[src/sv/bsfr_pkg.sv]
// Package for the byte-stuffed frame receiver: shared types, codes and constants.
// It has no dependencies. All other files of the block refer to it by scoped names.
`default_nettype none

package bsfr_pkg;

   // This is the largest payload count that a frame reports. The count saturates here.
   localparam int MAX_PAYLOAD = 4095;
   localparam int COUNT_WIDTH = 12;
   localparam int COUNT_FIELD_MAX = (1 << COUNT_WIDTH) - 1;
   localparam logic [COUNT_WIDTH-1:0] COUNT_LIMIT =
      COUNT_WIDTH'((MAX_PAYLOAD < COUNT_FIELD_MAX) ? MAX_PAYLOAD : COUNT_FIELD_MAX);

   localparam logic [7:0] STUFF_MASK = 8'h20;
   localparam logic [7:0] CTRL_ZERO  = 8'h00;
   localparam logic [7:0] CTRL_ONE   = 8'h40;

   // These are the register indexes on the configuration port.
   localparam int CSR_INDEX_WIDTH = 2;
   localparam logic [CSR_INDEX_WIDTH-1:0] CSR_FLAG    = 2'd0;
   localparam logic [CSR_INDEX_WIDTH-1:0] CSR_ESCAPE  = 2'd1;
   localparam logic [CSR_INDEX_WIDTH-1:0] CSR_ADDRESS = 2'd2;

   localparam logic [7:0] FLAG_RESET    = 8'h7E;
   localparam logic [7:0] ESCAPE_RESET  = 8'h7D;
   localparam logic [7:0] ADDRESS_RESET = 8'h03;

   // These are the kinds of result items.
   localparam logic KIND_DATA = 1'b0;
   localparam logic KIND_END  = 1'b1;

   // These are the status codes of the frame end report.
   localparam logic [1:0] STATUS_OK        = 2'd0;
   localparam logic [1:0] STATUS_BCC2_BAD  = 2'd1;
   localparam logic [1:0] STATUS_NO_DATA   = 2'd2;
   localparam logic [1:0] STATUS_ESC_FLAG  = 2'd3;

   typedef struct packed {
      logic [7:0] flag_value;
      logic [7:0] escape_value;
      logic [7:0] address_value;
   } cfg_type;

   typedef struct packed {
      logic                   item_kind;
      logic [7:0]             data_byte;
      logic [7:0]             control_field;
      logic [1:0]             status;
      logic [COUNT_WIDTH-1:0] payload_count;
      logic                   last;
   } rsp_type;

   typedef enum logic [4:0] {
      PH_HUNT = 5'b00001,
      PH_FLAG = 5'b00010,
      PH_ADDR = 5'b00100,
      PH_CTRL = 5'b01000,
      PH_BODY = 5'b10000
   } phase_type;

endpackage

`default_nettype wire

[src/sv/bsfr_if.sv]
// Channel interfaces of the byte-stuffed frame receiver: request, response and register write.
// It depends on bsfr_pkg for field widths.
`default_nettype none

interface bsfr_req_if;
   logic       valid;
   logic       ready;
   logic [7:0] rx_byte;

   modport source (output valid, output rx_byte, input ready);
   modport sink   (input valid, input rx_byte, output ready);
endinterface

interface bsfr_rsp_if;
   logic                            valid;
   logic                            ready;
   logic                            item_kind;
   logic [7:0]                      data_byte;
   logic [7:0]                      control_field;
   logic [1:0]                      status;
   logic [bsfr_pkg::COUNT_WIDTH-1:0] payload_count;
   logic                            last;

   modport source (output valid, output item_kind, output data_byte, output control_field,
                   output status, output payload_count, output last, input ready);
   modport sink   (input valid, input item_kind, input data_byte, input control_field,
                   input status, input payload_count, input last, output ready);
endinterface

interface bsfr_csr_if;
   logic                                valid;
   logic                                ready;
   logic [bsfr_pkg::CSR_INDEX_WIDTH-1:0] index;
   logic [7:0]                          data;

   modport source (output valid, output index, output data, input ready);
   modport sink   (input valid, input index, input data, output ready);
endinterface

`default_nettype wire

[src/sv/bsfr_csr.sv]
// Configuration registers of the byte-stuffed frame receiver (flag, escape, address).
// It depends on bsfr_pkg.
`default_nettype none

module bsfr_csr (
   input  wire logic                                 clock,
   input  wire logic                                 reset,
   input  wire logic                                 wr_en,
   input  wire logic [bsfr_pkg::CSR_INDEX_WIDTH-1:0] wr_index,
   input  wire logic [7:0]                           wr_data,
   output bsfr_pkg::cfg_type                         cfg
);

   bsfr_pkg::cfg_type cfg_ff, cfg_in;

   always_comb begin
      cfg_in = cfg_ff;
      if (wr_en) begin
         case (wr_index)
            bsfr_pkg::CSR_FLAG:    cfg_in.flag_value    = wr_data;
            bsfr_pkg::CSR_ESCAPE:  cfg_in.escape_value  = wr_data;
            bsfr_pkg::CSR_ADDRESS: cfg_in.address_value = wr_data;
            default:               cfg_in = cfg_ff;
         endcase
      end
   end

   always_ff @(posedge clock) begin
      if (reset) begin
         cfg_ff.flag_value    <= bsfr_pkg::FLAG_RESET;
         cfg_ff.escape_value  <= bsfr_pkg::ESCAPE_RESET;
         cfg_ff.address_value <= bsfr_pkg::ADDRESS_RESET;
      end else begin
         cfg_ff <= cfg_in;
      end
   end

   assign cfg = cfg_ff;

endmodule

`default_nettype wire

[src/sv/bsfr_engine.sv]
// Frame engine: header checks, destuffing, one-byte hold for BCC2, parity and count.
// It depends on bsfr_pkg. It processes one registered byte per step.
`default_nettype none

module bsfr_engine (
   input  wire logic              clock,
   input  wire logic              reset,
   input  wire bsfr_pkg::cfg_type cfg,
   input  wire logic              step,
   input  wire logic [7:0]        rx_byte,
   output logic                   res_valid,
   output bsfr_pkg::rsp_type      res
);

   bsfr_pkg::phase_type               phase_ff, phase_in;
   logic [7:0]                        control_ff, control_in;
   logic [7:0]                        held_ff, held_in;
   logic                              held_valid_ff, held_valid_in;
   logic                              escape_ff, escape_in;
   logic [7:0]                        parity_ff, parity_in;
   logic [bsfr_pkg::COUNT_WIDTH-1:0]  count_ff, count_in;

   logic       take;
   logic [7:0] take_byte;
   logic       is_flag;

   assign is_flag = (rx_byte == cfg.flag_value);

   always_comb begin
      phase_in      = phase_ff;
      control_in    = control_ff;
      held_in       = held_ff;
      held_valid_in = held_valid_ff;
      escape_in     = escape_ff;
      parity_in     = parity_ff;
      count_in      = count_ff;
      take          = 1'b0;
      take_byte     = rx_byte;
      res_valid     = 1'b0;
      res           = '0;

      case (phase_ff)
         bsfr_pkg::PH_HUNT: begin
            if (is_flag) phase_in = bsfr_pkg::PH_FLAG;
         end
         bsfr_pkg::PH_FLAG: begin
            // The address check wins over the flag check.
            if (rx_byte == cfg.address_value) phase_in = bsfr_pkg::PH_ADDR;
            else if (!is_flag) phase_in = bsfr_pkg::PH_HUNT;
         end
         bsfr_pkg::PH_ADDR: begin
            if (rx_byte == bsfr_pkg::CTRL_ZERO || rx_byte == bsfr_pkg::CTRL_ONE) begin
               control_in = rx_byte;
               phase_in   = bsfr_pkg::PH_CTRL;
            end else if (is_flag) begin
               phase_in = bsfr_pkg::PH_FLAG;
            end else begin
               phase_in = bsfr_pkg::PH_HUNT;
            end
         end
         bsfr_pkg::PH_CTRL: begin
            if (rx_byte == (cfg.address_value ^ control_ff)) begin
               phase_in      = bsfr_pkg::PH_BODY;
               held_in       = '0;
               held_valid_in = 1'b0;
               escape_in     = 1'b0;
               parity_in     = '0;
               count_in      = '0;
            end else if (is_flag) begin
               phase_in = bsfr_pkg::PH_FLAG;
            end else begin
               phase_in = bsfr_pkg::PH_HUNT;
            end
         end
         bsfr_pkg::PH_BODY: begin
            if (is_flag) begin
               res_valid         = 1'b1;
               res.item_kind     = bsfr_pkg::KIND_END;
               res.control_field = control_ff;
               res.payload_count = count_ff;
               res.last          = 1'b1;
               if (escape_ff) res.status = bsfr_pkg::STATUS_ESC_FLAG;
               else if (!held_valid_ff) res.status = bsfr_pkg::STATUS_NO_DATA;
               else if (held_ff == parity_ff) res.status = bsfr_pkg::STATUS_OK;
               else res.status = bsfr_pkg::STATUS_BCC2_BAD;
               phase_in      = bsfr_pkg::PH_HUNT;
               held_valid_in = 1'b0;
               escape_in     = 1'b0;
            end else if (escape_ff) begin
               escape_in = 1'b0;
               take      = 1'b1;
               take_byte = rx_byte ^ bsfr_pkg::STUFF_MASK;
            end else if (rx_byte == cfg.escape_value) begin
               escape_in = 1'b1;
            end else begin
               take = 1'b1;
            end
         end
         default: phase_in = bsfr_pkg::PH_HUNT;
      endcase

      // A new body byte pushes the held byte out as payload.
      if (take) begin
         if (held_valid_ff) begin
            parity_in = parity_ff ^ held_ff;
            if (count_ff < bsfr_pkg::COUNT_LIMIT) begin
               count_in = count_ff + bsfr_pkg::COUNT_WIDTH'(1);
            end
            res_valid         = 1'b1;
            res.item_kind     = bsfr_pkg::KIND_DATA;
            res.data_byte     = held_ff;
            res.control_field = control_ff;
            res.status        = bsfr_pkg::STATUS_OK;
            res.payload_count = count_in;
            res.last          = 1'b0;
         end
         held_in       = take_byte;
         held_valid_in = 1'b1;
      end

      if (!step) res_valid = 1'b0;
   end

   always_ff @(posedge clock) begin
      if (reset) begin
         phase_ff      <= bsfr_pkg::PH_HUNT;
         control_ff    <= '0;
         held_ff       <= '0;
         held_valid_ff <= 1'b0;
         escape_ff     <= 1'b0;
         parity_ff     <= '0;
         count_ff      <= '0;
      end else if (step) begin
         phase_ff      <= phase_in;
         control_ff    <= control_in;
         held_ff       <= held_in;
         held_valid_ff <= held_valid_in;
         escape_ff     <= escape_in;
         parity_ff     <= parity_in;
         count_ff      <= count_in;
      end
   end

endmodule

`default_nettype wire

[src/sv/bsfr_out_buf.sv]
// Two-entry registered output buffer that decouples the response side from the engine.
// It depends on bsfr_pkg.
`default_nettype none

module bsfr_out_buf (
   input  wire logic              clock,
   input  wire logic              reset,
   input  wire logic              push,
   input  wire bsfr_pkg::rsp_type push_data,
   output logic                   not_full,
   output logic                   out_valid,
   input  wire logic              out_ready,
   output bsfr_pkg::rsp_type      out_data
);

   bsfr_pkg::rsp_type entry_ff [2];
   bsfr_pkg::rsp_type entry_in [2];
   logic [1:0] count_ff, count_in;
   logic       wr_ptr_ff, wr_ptr_in;
   logic       rd_ptr_ff, rd_ptr_in;
   logic       pop;

   assign not_full  = (count_ff != 2'd2);
   assign out_valid = (count_ff != 2'd0);
   assign pop       = out_valid && out_ready;
   assign out_data  = entry_ff[rd_ptr_ff];

   always_comb begin
      entry_in  = entry_ff;
      wr_ptr_in = wr_ptr_ff;
      rd_ptr_in = rd_ptr_ff;
      count_in  = count_ff;
      if (push) begin
         entry_in[wr_ptr_ff] = push_data;
         wr_ptr_in           = ~wr_ptr_ff;
      end
      if (pop) rd_ptr_in = ~rd_ptr_ff;
      case ({push, pop})
         2'b10:   count_in = count_ff + 2'd1;
         2'b01:   count_in = count_ff - 2'd1;
         default: count_in = count_ff;
      endcase
   end

   always_ff @(posedge clock) begin
      entry_ff <= entry_in;
   end

   always_ff @(posedge clock) begin
      if (reset) begin
         count_ff  <= '0;
         wr_ptr_ff <= 1'b0;
         rd_ptr_ff <= 1'b0;
      end else begin
         count_ff  <= count_in;
         wr_ptr_ff <= wr_ptr_in;
         rd_ptr_ff <= rd_ptr_in;
      end
   end

endmodule

`default_nettype wire

[src/sv/byte_stuffed_frame_receiver.sv]
// Top level of the byte-stuffed frame receiver. It depends on bsfr_pkg, the interfaces in
// bsfr_if, and the modules bsfr_csr, bsfr_engine and bsfr_out_buf.
//
// The receiver takes one raw serial byte per request and sustains one request per clock
// cycle while the output buffer is not full. A byte is captured in an input register.
// Once the output buffer has a free slot, the frame engine updates its state in one pass
// of logic and writes any response into the two-entry output buffer, which registers it.
// The engine hunts for the flag byte, then checks the address byte, a control byte of
// 0x00 or 0x40, and BCC1. It destuffs body bytes and holds each one back by one byte,
// because the byte before the closing flag is BCC2. It sends every released byte as a
// payload response with the running count. At the closing flag it sends a frame end report
// with the status and the count. The request side stalls only when the output buffer is
// full, so a consumer that takes one response per cycle never slows the stream. The three
// configuration registers have indexes 0 for flag, 1 for escape and 2 for address. Writes
// to them are always accepted and are registered in bsfr_csr. A write to index 3 is ignored.
`default_nettype none

module byte_stuffed_frame_receiver (
   input  wire logic  clock,
   input  wire logic  reset,
   bsfr_req_if.sink   req_if,
   bsfr_rsp_if.source rsp_if,
   bsfr_csr_if.sink   csr_if
);

   bsfr_pkg::cfg_type cfg;
   bsfr_pkg::rsp_type eng_res;
   bsfr_pkg::rsp_type buf_data;
   logic              eng_res_valid;
   logic              buf_not_full;
   logic              step;

   // This is the input register. It holds one accepted request until the engine consumes it.
   logic       in_valid_ff, in_valid_in;
   logic [7:0] in_byte_ff, in_byte_in;
   logic       req_take;

   // The engine steps whenever a byte is waiting and the buffer has a free slot. The
   // ready signal depends only on registered state, so there is no combinational path
   // from the response side back to the request side.
   assign step          = in_valid_ff && buf_not_full;
   assign req_if.ready  = !in_valid_ff || buf_not_full;
   assign req_take      = req_if.valid && req_if.ready;

   always_comb begin
      in_valid_in = in_valid_ff;
      in_byte_in  = in_byte_ff;
      if (step) in_valid_in = 1'b0;
      if (req_take) begin
         in_valid_in = 1'b1;
         in_byte_in  = req_if.rx_byte;
      end
   end

   always_ff @(posedge clock) begin
      if (reset) begin
         in_valid_ff <= 1'b0;
      end else begin
         in_valid_ff <= in_valid_in;
      end
   end

   always_ff @(posedge clock) begin
      in_byte_ff <= in_byte_in;
   end

   // Configuration writes are only expected while the receiver is idle.
   assign csr_if.ready = 1'b1;

   bsfr_csr u_csr (
      .clock    (clock),
      .reset    (reset),
      .wr_en    (csr_if.valid),
      .wr_index (csr_if.index),
      .wr_data  (csr_if.data),
      .cfg      (cfg)
   );

   bsfr_engine u_engine (
      .clock     (clock),
      .reset     (reset),
      .cfg       (cfg),
      .step      (step),
      .rx_byte   (in_byte_ff),
      .res_valid (eng_res_valid),
      .res       (eng_res)
   );

   bsfr_out_buf u_out_buf (
      .clock     (clock),
      .reset     (reset),
      .push      (eng_res_valid),
      .push_data (eng_res),
      .not_full  (buf_not_full),
      .out_valid (rsp_if.valid),
      .out_ready (rsp_if.ready),
      .out_data  (buf_data)
   );

   assign rsp_if.item_kind     = buf_data.item_kind;
   assign rsp_if.data_byte     = buf_data.data_byte;
   assign rsp_if.control_field = buf_data.control_field;
   assign rsp_if.status        = buf_data.status;
   assign rsp_if.payload_count = buf_data.payload_count;
   assign rsp_if.last          = buf_data.last;

endmodule

`default_nettype wire

[src/flat_wrapper.sv]
// flat-port wrapper written by rule: the top's interface ports become plain ports
module byte_stuffed_frame_receiver_flat 
  (clock, reset, req_if_valid, req_if_rx_byte, req_if_ready, rsp_if_valid, rsp_if_item_kind, rsp_if_data_byte, rsp_if_control_field, rsp_if_status, rsp_if_payload_count, rsp_if_last, rsp_if_ready, csr_if_valid, csr_if_index, csr_if_data, csr_if_ready);
  bsfr_req_if req_if_i ();
  bsfr_rsp_if rsp_if_i ();
  bsfr_csr_if csr_if_i ();
  input  wire logic clock;
  input  wire logic reset;
  input wire logic [$bits(req_if_i.valid)-1:0] req_if_valid;
  input wire logic [$bits(req_if_i.rx_byte)-1:0] req_if_rx_byte;
  output wire logic [$bits(req_if_i.ready)-1:0] req_if_ready;
  output wire logic [$bits(rsp_if_i.valid)-1:0] rsp_if_valid;
  output wire logic [$bits(rsp_if_i.item_kind)-1:0] rsp_if_item_kind;
  output wire logic [$bits(rsp_if_i.data_byte)-1:0] rsp_if_data_byte;
  output wire logic [$bits(rsp_if_i.control_field)-1:0] rsp_if_control_field;
  output wire logic [$bits(rsp_if_i.status)-1:0] rsp_if_status;
  output wire logic [$bits(rsp_if_i.payload_count)-1:0] rsp_if_payload_count;
  output wire logic [$bits(rsp_if_i.last)-1:0] rsp_if_last;
  input wire logic [$bits(rsp_if_i.ready)-1:0] rsp_if_ready;
  input wire logic [$bits(csr_if_i.valid)-1:0] csr_if_valid;
  input wire logic [$bits(csr_if_i.index)-1:0] csr_if_index;
  input wire logic [$bits(csr_if_i.data)-1:0] csr_if_data;
  output wire logic [$bits(csr_if_i.ready)-1:0] csr_if_ready;
  assign req_if_i.valid = req_if_valid;
  assign req_if_i.rx_byte = req_if_rx_byte;
  assign req_if_ready = req_if_i.ready;
  assign rsp_if_valid = rsp_if_i.valid;
  assign rsp_if_item_kind = rsp_if_i.item_kind;
  assign rsp_if_data_byte = rsp_if_i.data_byte;
  assign rsp_if_control_field = rsp_if_i.control_field;
  assign rsp_if_status = rsp_if_i.status;
  assign rsp_if_payload_count = rsp_if_i.payload_count;
  assign rsp_if_last = rsp_if_i.last;
  assign rsp_if_i.ready = rsp_if_ready;
  assign csr_if_i.valid = csr_if_valid;
  assign csr_if_i.index = csr_if_index;
  assign csr_if_i.data = csr_if_data;
  assign csr_if_ready = csr_if_i.ready;
  byte_stuffed_frame_receiver u_core (.clock(clock), .reset(reset), .req_if(req_if_i), .rsp_if(rsp_if_i), .csr_if(csr_if_i));
endmodule
[config.mk]
export PLATFORM = sky130hd
export DESIGN_NAME = byte_stuffed_frame_receiver_flat
export DESIGN_NICKNAME = d
export VERILOG_FILES = /design/src/sv/bsfr_pkg.sv /design/src/sv/bsfr_if.sv /design/src/sv/bsfr_csr.sv /design/src/sv/bsfr_engine.sv /design/src/sv/bsfr_out_buf.sv /design/src/sv/byte_stuffed_frame_receiver.sv /design/src/flat_wrapper.sv
export SDC_FILE = /design/constraint.sdc
export NUM_CORES = 1
export LEC_CHECK = 0
export ABC_AREA = 1
export BUFFER_PORTS_ARGS = -buffer_cell sky130_fd_sc_hd__buf_4
export CORE_ASPECT_RATIO = 0.8
export CORE_MARGIN = 8
export CORE_UTILIZATION = 23
export CTS_CLUSTER_DIAMETER = 100
export DETAILED_ROUTE_END_ITERATION = 7
export GPL_TIMING_DRIVEN = 0
export HOLD_SLACK_MARGIN = 0.15
export MAX_ROUTING_LAYER = met4
export PLACE_DENSITY = 0.47
export SLEW_MARGIN = 15
export SYNTH_ARGS = -nofsm -noshare
export SYNTH_HDL_FRONTEND = slang
export SYNTH_SLANG_ARGS = --single-unit
[constraint.sdc]
create_clock -name clock -period 6.6 [get_ports clock]
set_input_delay 0.33 -clock clock [delete_from_list [all_inputs] [get_ports clock]]
set_output_delay 0.33 -clock clock [all_outputs]
set_load 0.05 [all_outputs]
==> impl_metrics.json <==
{
  "grt_overflow": 0,
  "buffer_ports.inserted": 55,
  "share_of_post_route_cells_with_drive_strength_above_1": 0.135,
  "timing.critical_path.slowest_stage_cell": "sky130_fd_sc_hd__edfxtp_1",
  "outcome": "finished clean",
  "max_clock_freq_mhz": 365,
  "timing.reg2reg.setup_slack_ns": 3.86,
  "net_total_in_the_final_layout": 972,
  "holdCritPathClass": "input port to register",
  "period_needed_ns": 2.74,
  "worstSetupStartpointType": "register",
  "grt_max_degree": 32,
  "min_to": "u_core.u_csr.cfg[15]",
  "post-route-drc-count": 0,
  "design.portCount": 58,
  "cp_data_required_time_ns": 6.72,
  "tritoncts.num_buffers": 17,
  "gp_routability_congestion": 0.837,
  "setup-tns-final_ns": 0,
  "rel_slew_slack": 0.464,
  "synth_commonest_cells": "sky130_fd_sc_hd__nand2_1, sky130_fd_sc_hd__inv_1, sky130_fd_sc_hd__dfxtp_1",
  "initialDrtViolationCount": 406,
  "rsz0062_at_grt": "no",
  "routed_wirelength_um": 18700,
  "cts.sink_count": 142,
  "floorplan.initialDensity": 0.233,
  "htreeDepth": 4,
  "timing.hold.worst_path_depth": 3,
  "netSwitchingFraction": 0.261,
  "route.antenna.remaining_nets": 0,
  "crit_type": "register to register",
  "leading_register_cell_type_out_of_synthesis": "sky130_fd_sc_hd__dfxtp_1",
  "detailedPlacementHpwl_um": 13600,
  "first_global_vias": 5318,
  "area_share_of_the_largest_cell_type_after_synthesis": 0.309,
  "final_min_period_over_clock_period": 0.415,
  "yosys.cell_count.top_type": "sky130_fd_sc_hd__nand2_1",
  "die_area_um2": 35400,
  "ys_top_cells_by_area": "sky130_fd_sc_hd__edfxtp_1, sky130_fd_sc_hd__dfxtp_1, sky130_fd_sc_hd__nand2_1, sky130_fd_sc_hd__inv_1, sky130_fd_sc_hd__nand3_1",
  "peak_fanout_along_the_critical_path": 22,
  "drt-vias-per-instance": 4.26,
  "drt_pre_antenna_iters": 7,
  "clock_tree.buffer_depth": 2,
  "worst_setup_path_end_kind": "register",
  "timing.critical_path.cells": "xor2_1 > nor2_1 > nand2_2 > nor2_2 > nand2_1 > nand2_2 > nand2_1 > nor2_4 > buf_12",
  "clock_power_share": 0.456,
  "post-route-cell-area_um2": 8440,
  "clock_latency_of_the_later_clocked_register_in_the_worst_skew_pair_ns": 0.43,
  "multi_input_comb_area_um2": 2740,
  "floorplan.core_area_um2": 29200,
  "hold_path_startpoint": "csr_if_data[7]",
  "path_clk_slew_ns": 0.07,
  "yosysWarnings": 0,
  "crit_path_max_incr_delay_ns": 0.59,
  "synth_edf_count": 70,
  "n_fill_cell": 3135,
  "power.net_switching_uw": 542,
  "sequential_element_share_of_the_synthesized_area": 0.521,
  "gr-usage-all-layers": 0.110,
  "post-cts-setup-buffer-count": 0,
  "cellLeakagePower_nw": 3.40,
  "worst-endpoint-arrival_ns": 2.86,
  "floorplan.rows": 56,
  "synth_cell_types": 36,
  "synthToLayoutAreaGrowth_pct": 24.1,
  "cts_root_buf": "sky130_fd_sc_hd__clkbuf_16",
  "post-synth-top-area-cell": "sky130_fd_sc_hd__edfxtp_1",
  "critical_path.reg2reg.startpoint": "u_core.in_byte_ff[1]",
  "final_hold_viol_count": 0,
  "ff_latch_area_um2": 3540,
  "route.vias.total": 5691,
  "wl_per_cell_um": 14.0,
  "maximum_clock_skew_at_final_layout_ns": 0.0125,
  "regToRegEndpoint": "u_core.u_out_buf.entry_ff[51]",
  "placed_cell_area_um2": 7720,
  "ys_seq_elements": 142,
  "ff2ff_path_depth": 9,
  "syn-mean-instance-area_um2": 7.94,
  "power_density_nw_per_um2": 246,
  "maxCapViolCount": 0,
  "comb_power_share": 0.084,
  "cts_tree": "done",
  "post-route-util": 0.289,
  "setup_violations": 0,
  "tightest_slew_ns": 0.802,
  "antenna_cells_inserted": 0,
  "postSynthNetCount": 882,
  "synthArstFlopShare": 0,
  "internal_power_mw": 1.54,
  "synth_area_um2": 6800,
  "die_x_um": 208,
  "vdd_drop_max_uv": 179,
  "grt_first_pass_wirelength_um": 29800,
  "netlist_instances": 857,
  "chipHeight_um": 170,
  "seq_power_share": 0.461,
  "max_slew_violation_count": 0,
  "antenna_found_initial": 0
}
==> metrics by stage <==
| step | cells | worst slack (ns) | hold slack [ns] | total power [mW] |
|---|---|---|---|---|
| 4_1_cts | 1337 | 3.83 | 0.177 | 2.10 |
| 3_5_place_dp | 1290 | 3.84 | 0.460 | 1.14 |
| 2_1_floorplan | 857 | 3.56 | 0.429 | 1.09 |
| 5_1_grt | 1337 | 3.62 | 0.192 | 2.17 |
| 6_report | 1337 | 3.86 | 0.193 | 2.08 |
| 3_3_place_gp | 1289 | 2.04 | 0.459 | 1.14 |
==> registers in the layout, summed over array words and instances (netlist names) <==
name                           flops
u_core.u_engine.escape_ff          1
u_core.u_engine.count_ff          12
u_core.u_engine.held_ff            8
u_core.u_engine.phase_ff           5
u_core.u_out_buf.count_ff          2
u_core.u_out_buf.rd_ptr_ff         1
u_core.u_out_buf.entry_ff         62
u_core.in_valid_ff                 1
u_core.u_engine.held_valid_ff      1
u_core.in_byte_ff                  8
u_core.u_engine.parity_ff          8
u_core.u_engine.control_ff         8
u_core.u_out_buf.wr_ptr_ff         1
u_core.u_csr.cfg                  24
==> repair_timing <==
item                                   in CTS  in global routing
gates resized for setup                     0                  0
endpoints found under the hold margin      21                  0
hold buffers                               15                  0
==> layout by cell type, fill, tap and decap left out, types with 2 or more instances in the layout <==
master,instances
sky130_fd_sc_hd__o21ai_0,31
sky130_fd_sc_hd__nor4_1,3
sky130_fd_sc_hd__nor2_2,2
sky130_fd_sc_hd__clkbuf_16,17
sky130_fd_sc_hd__buf_6,3
sky130_fd_sc_hd__nor3_2,4
sky130_fd_sc_hd__inv_6,4
sky130_fd_sc_hd__clkinvlp_4,3
sky130_fd_sc_hd__dfxtp_1,72
sky130_fd_sc_hd__o21ai_1,2
sky130_fd_sc_hd__inv_8,4
sky130_fd_sc_hd__clkinv_2,4
sky130_fd_sc_hd__dlygate4sd3_1,15
sky130_fd_sc_hd__buf_2,2
sky130_fd_sc_hd__xnor2_1,8
sky130_fd_sc_hd__inv_1,82
sky130_fd_sc_hd__nor2_4,3
sky130_fd_sc_hd__o22ai_1,2
sky130_fd_sc_hd__clkinv_1,2
sky130_fd_sc_hd__nor2_1,54
sky130_fd_sc_hd__nand2_1,306
sky130_fd_sc_hd__nand4_1,7
sky130_fd_sc_hd__o211ai_1,8
sky130_fd_sc_hd__a31oi_1,2
sky130_fd_sc_hd__buf_4,63
sky130_fd_sc_hd__clkbuf_1,18
sky130_fd_sc_hd__nand3_1,58
sky130_fd_sc_hd__nor3_1,16
sky130_fd_sc_hd__ha_1,2
sky130_fd_sc_hd__xor2_1,17
sky130_fd_sc_hd__a21oi_1,52
sky130_fd_sc_hd__edfxtp_1,70
sky130_fd_sc_hd__nand2_2,3
sky130_fd_sc_hd__inv_2,8
sky130_fd_sc_hd__nand3_2,4
==> final cells by class <==
class / instances / share of cell area
Buffer: 31 / 0.0203
Clock buffer: 17 / 0.0504
Clock inverter: 15 / 0.0179
Inverter: 94 / 0.0421
Multi-Input combinational cell: 590 / 0.325
Sequential cell: 142 / 0.420
Tap cell: 377 / 0.0559
Timing Repair Buffer: 71 / 0.0691
==> worst max-delay path by stage <==
| stage | slack [ns] | start | end | cells past startpoint |
|---|---|---|---|---|
| 4_1_cts | 3.83 | u_core.in_byte_ff[1] | u_core.u_out_buf.entry_ff[58] | 9 |
| 3_5_place_dp | 3.84 | u_core.in_byte_ff[1] | u_core.u_out_buf.entry_ff[54] | 9 |
| 5_1_grt | 3.62 | u_core.in_byte_ff[3] | u_core.u_out_buf.entry_ff[5] | 10 |
| 2_1_floorplan | 3.56 | u_core.in_byte_ff[5] | u_core.u_out_buf.entry_ff[32] | 9 |
| 6_report | 3.86 | u_core.in_byte_ff[1] | u_core.u_out_buf.entry_ff[51] | 9 |
| 3_3_place_gp | 2.04 | u_core.in_byte_ff[1] | u_core.u_out_buf.entry_ff[47] | 8 |
==> power by group through the flow <==
stage | combinational (mW) | sequential, mW | clock [mW]
global placement | 0.166 | 0.977 | 0
finish | 0.174 | 0.959 | 0.948
detailed placement | 0.166 | 0.978 | 0
CTS | 0.174 | 0.958 | 0.972
floorplan | 0.122 | 0.972 | 0
global route | 0.196 | 0.961 | 1.01
==> routing by layer <==
layer  track usage  routed length, um  up-vias
met4        0.0287                131        0
met1         0.159               9830     2587
met2         0.151               7680      133
met5             -                  0        -
met3        0.0263               1100        9
li1              -                  -     2962
==> critical path, delay by kind of cell (launching register included) <==
kind | cells | cell delay (ns)
DFF | 1 | 0.59
buffers and inverters | 1 | 0.25
and+or+nand+nor | 7 | 1.35
xor gates and xnor gates | 1 | 0.23
==> cell families after synthesis <==
group,Yosys count,share of synthesized area
flops,142,0.521
compound gates,100,0.0787
xor+xnor,25,0.0322
buf+inv,125,0.0774
fa+ha+maj,2,0.00368
other cells,1,0.000551
simple gates,462,0.287
Note: power is estimated with default switching activity, not from simulation.
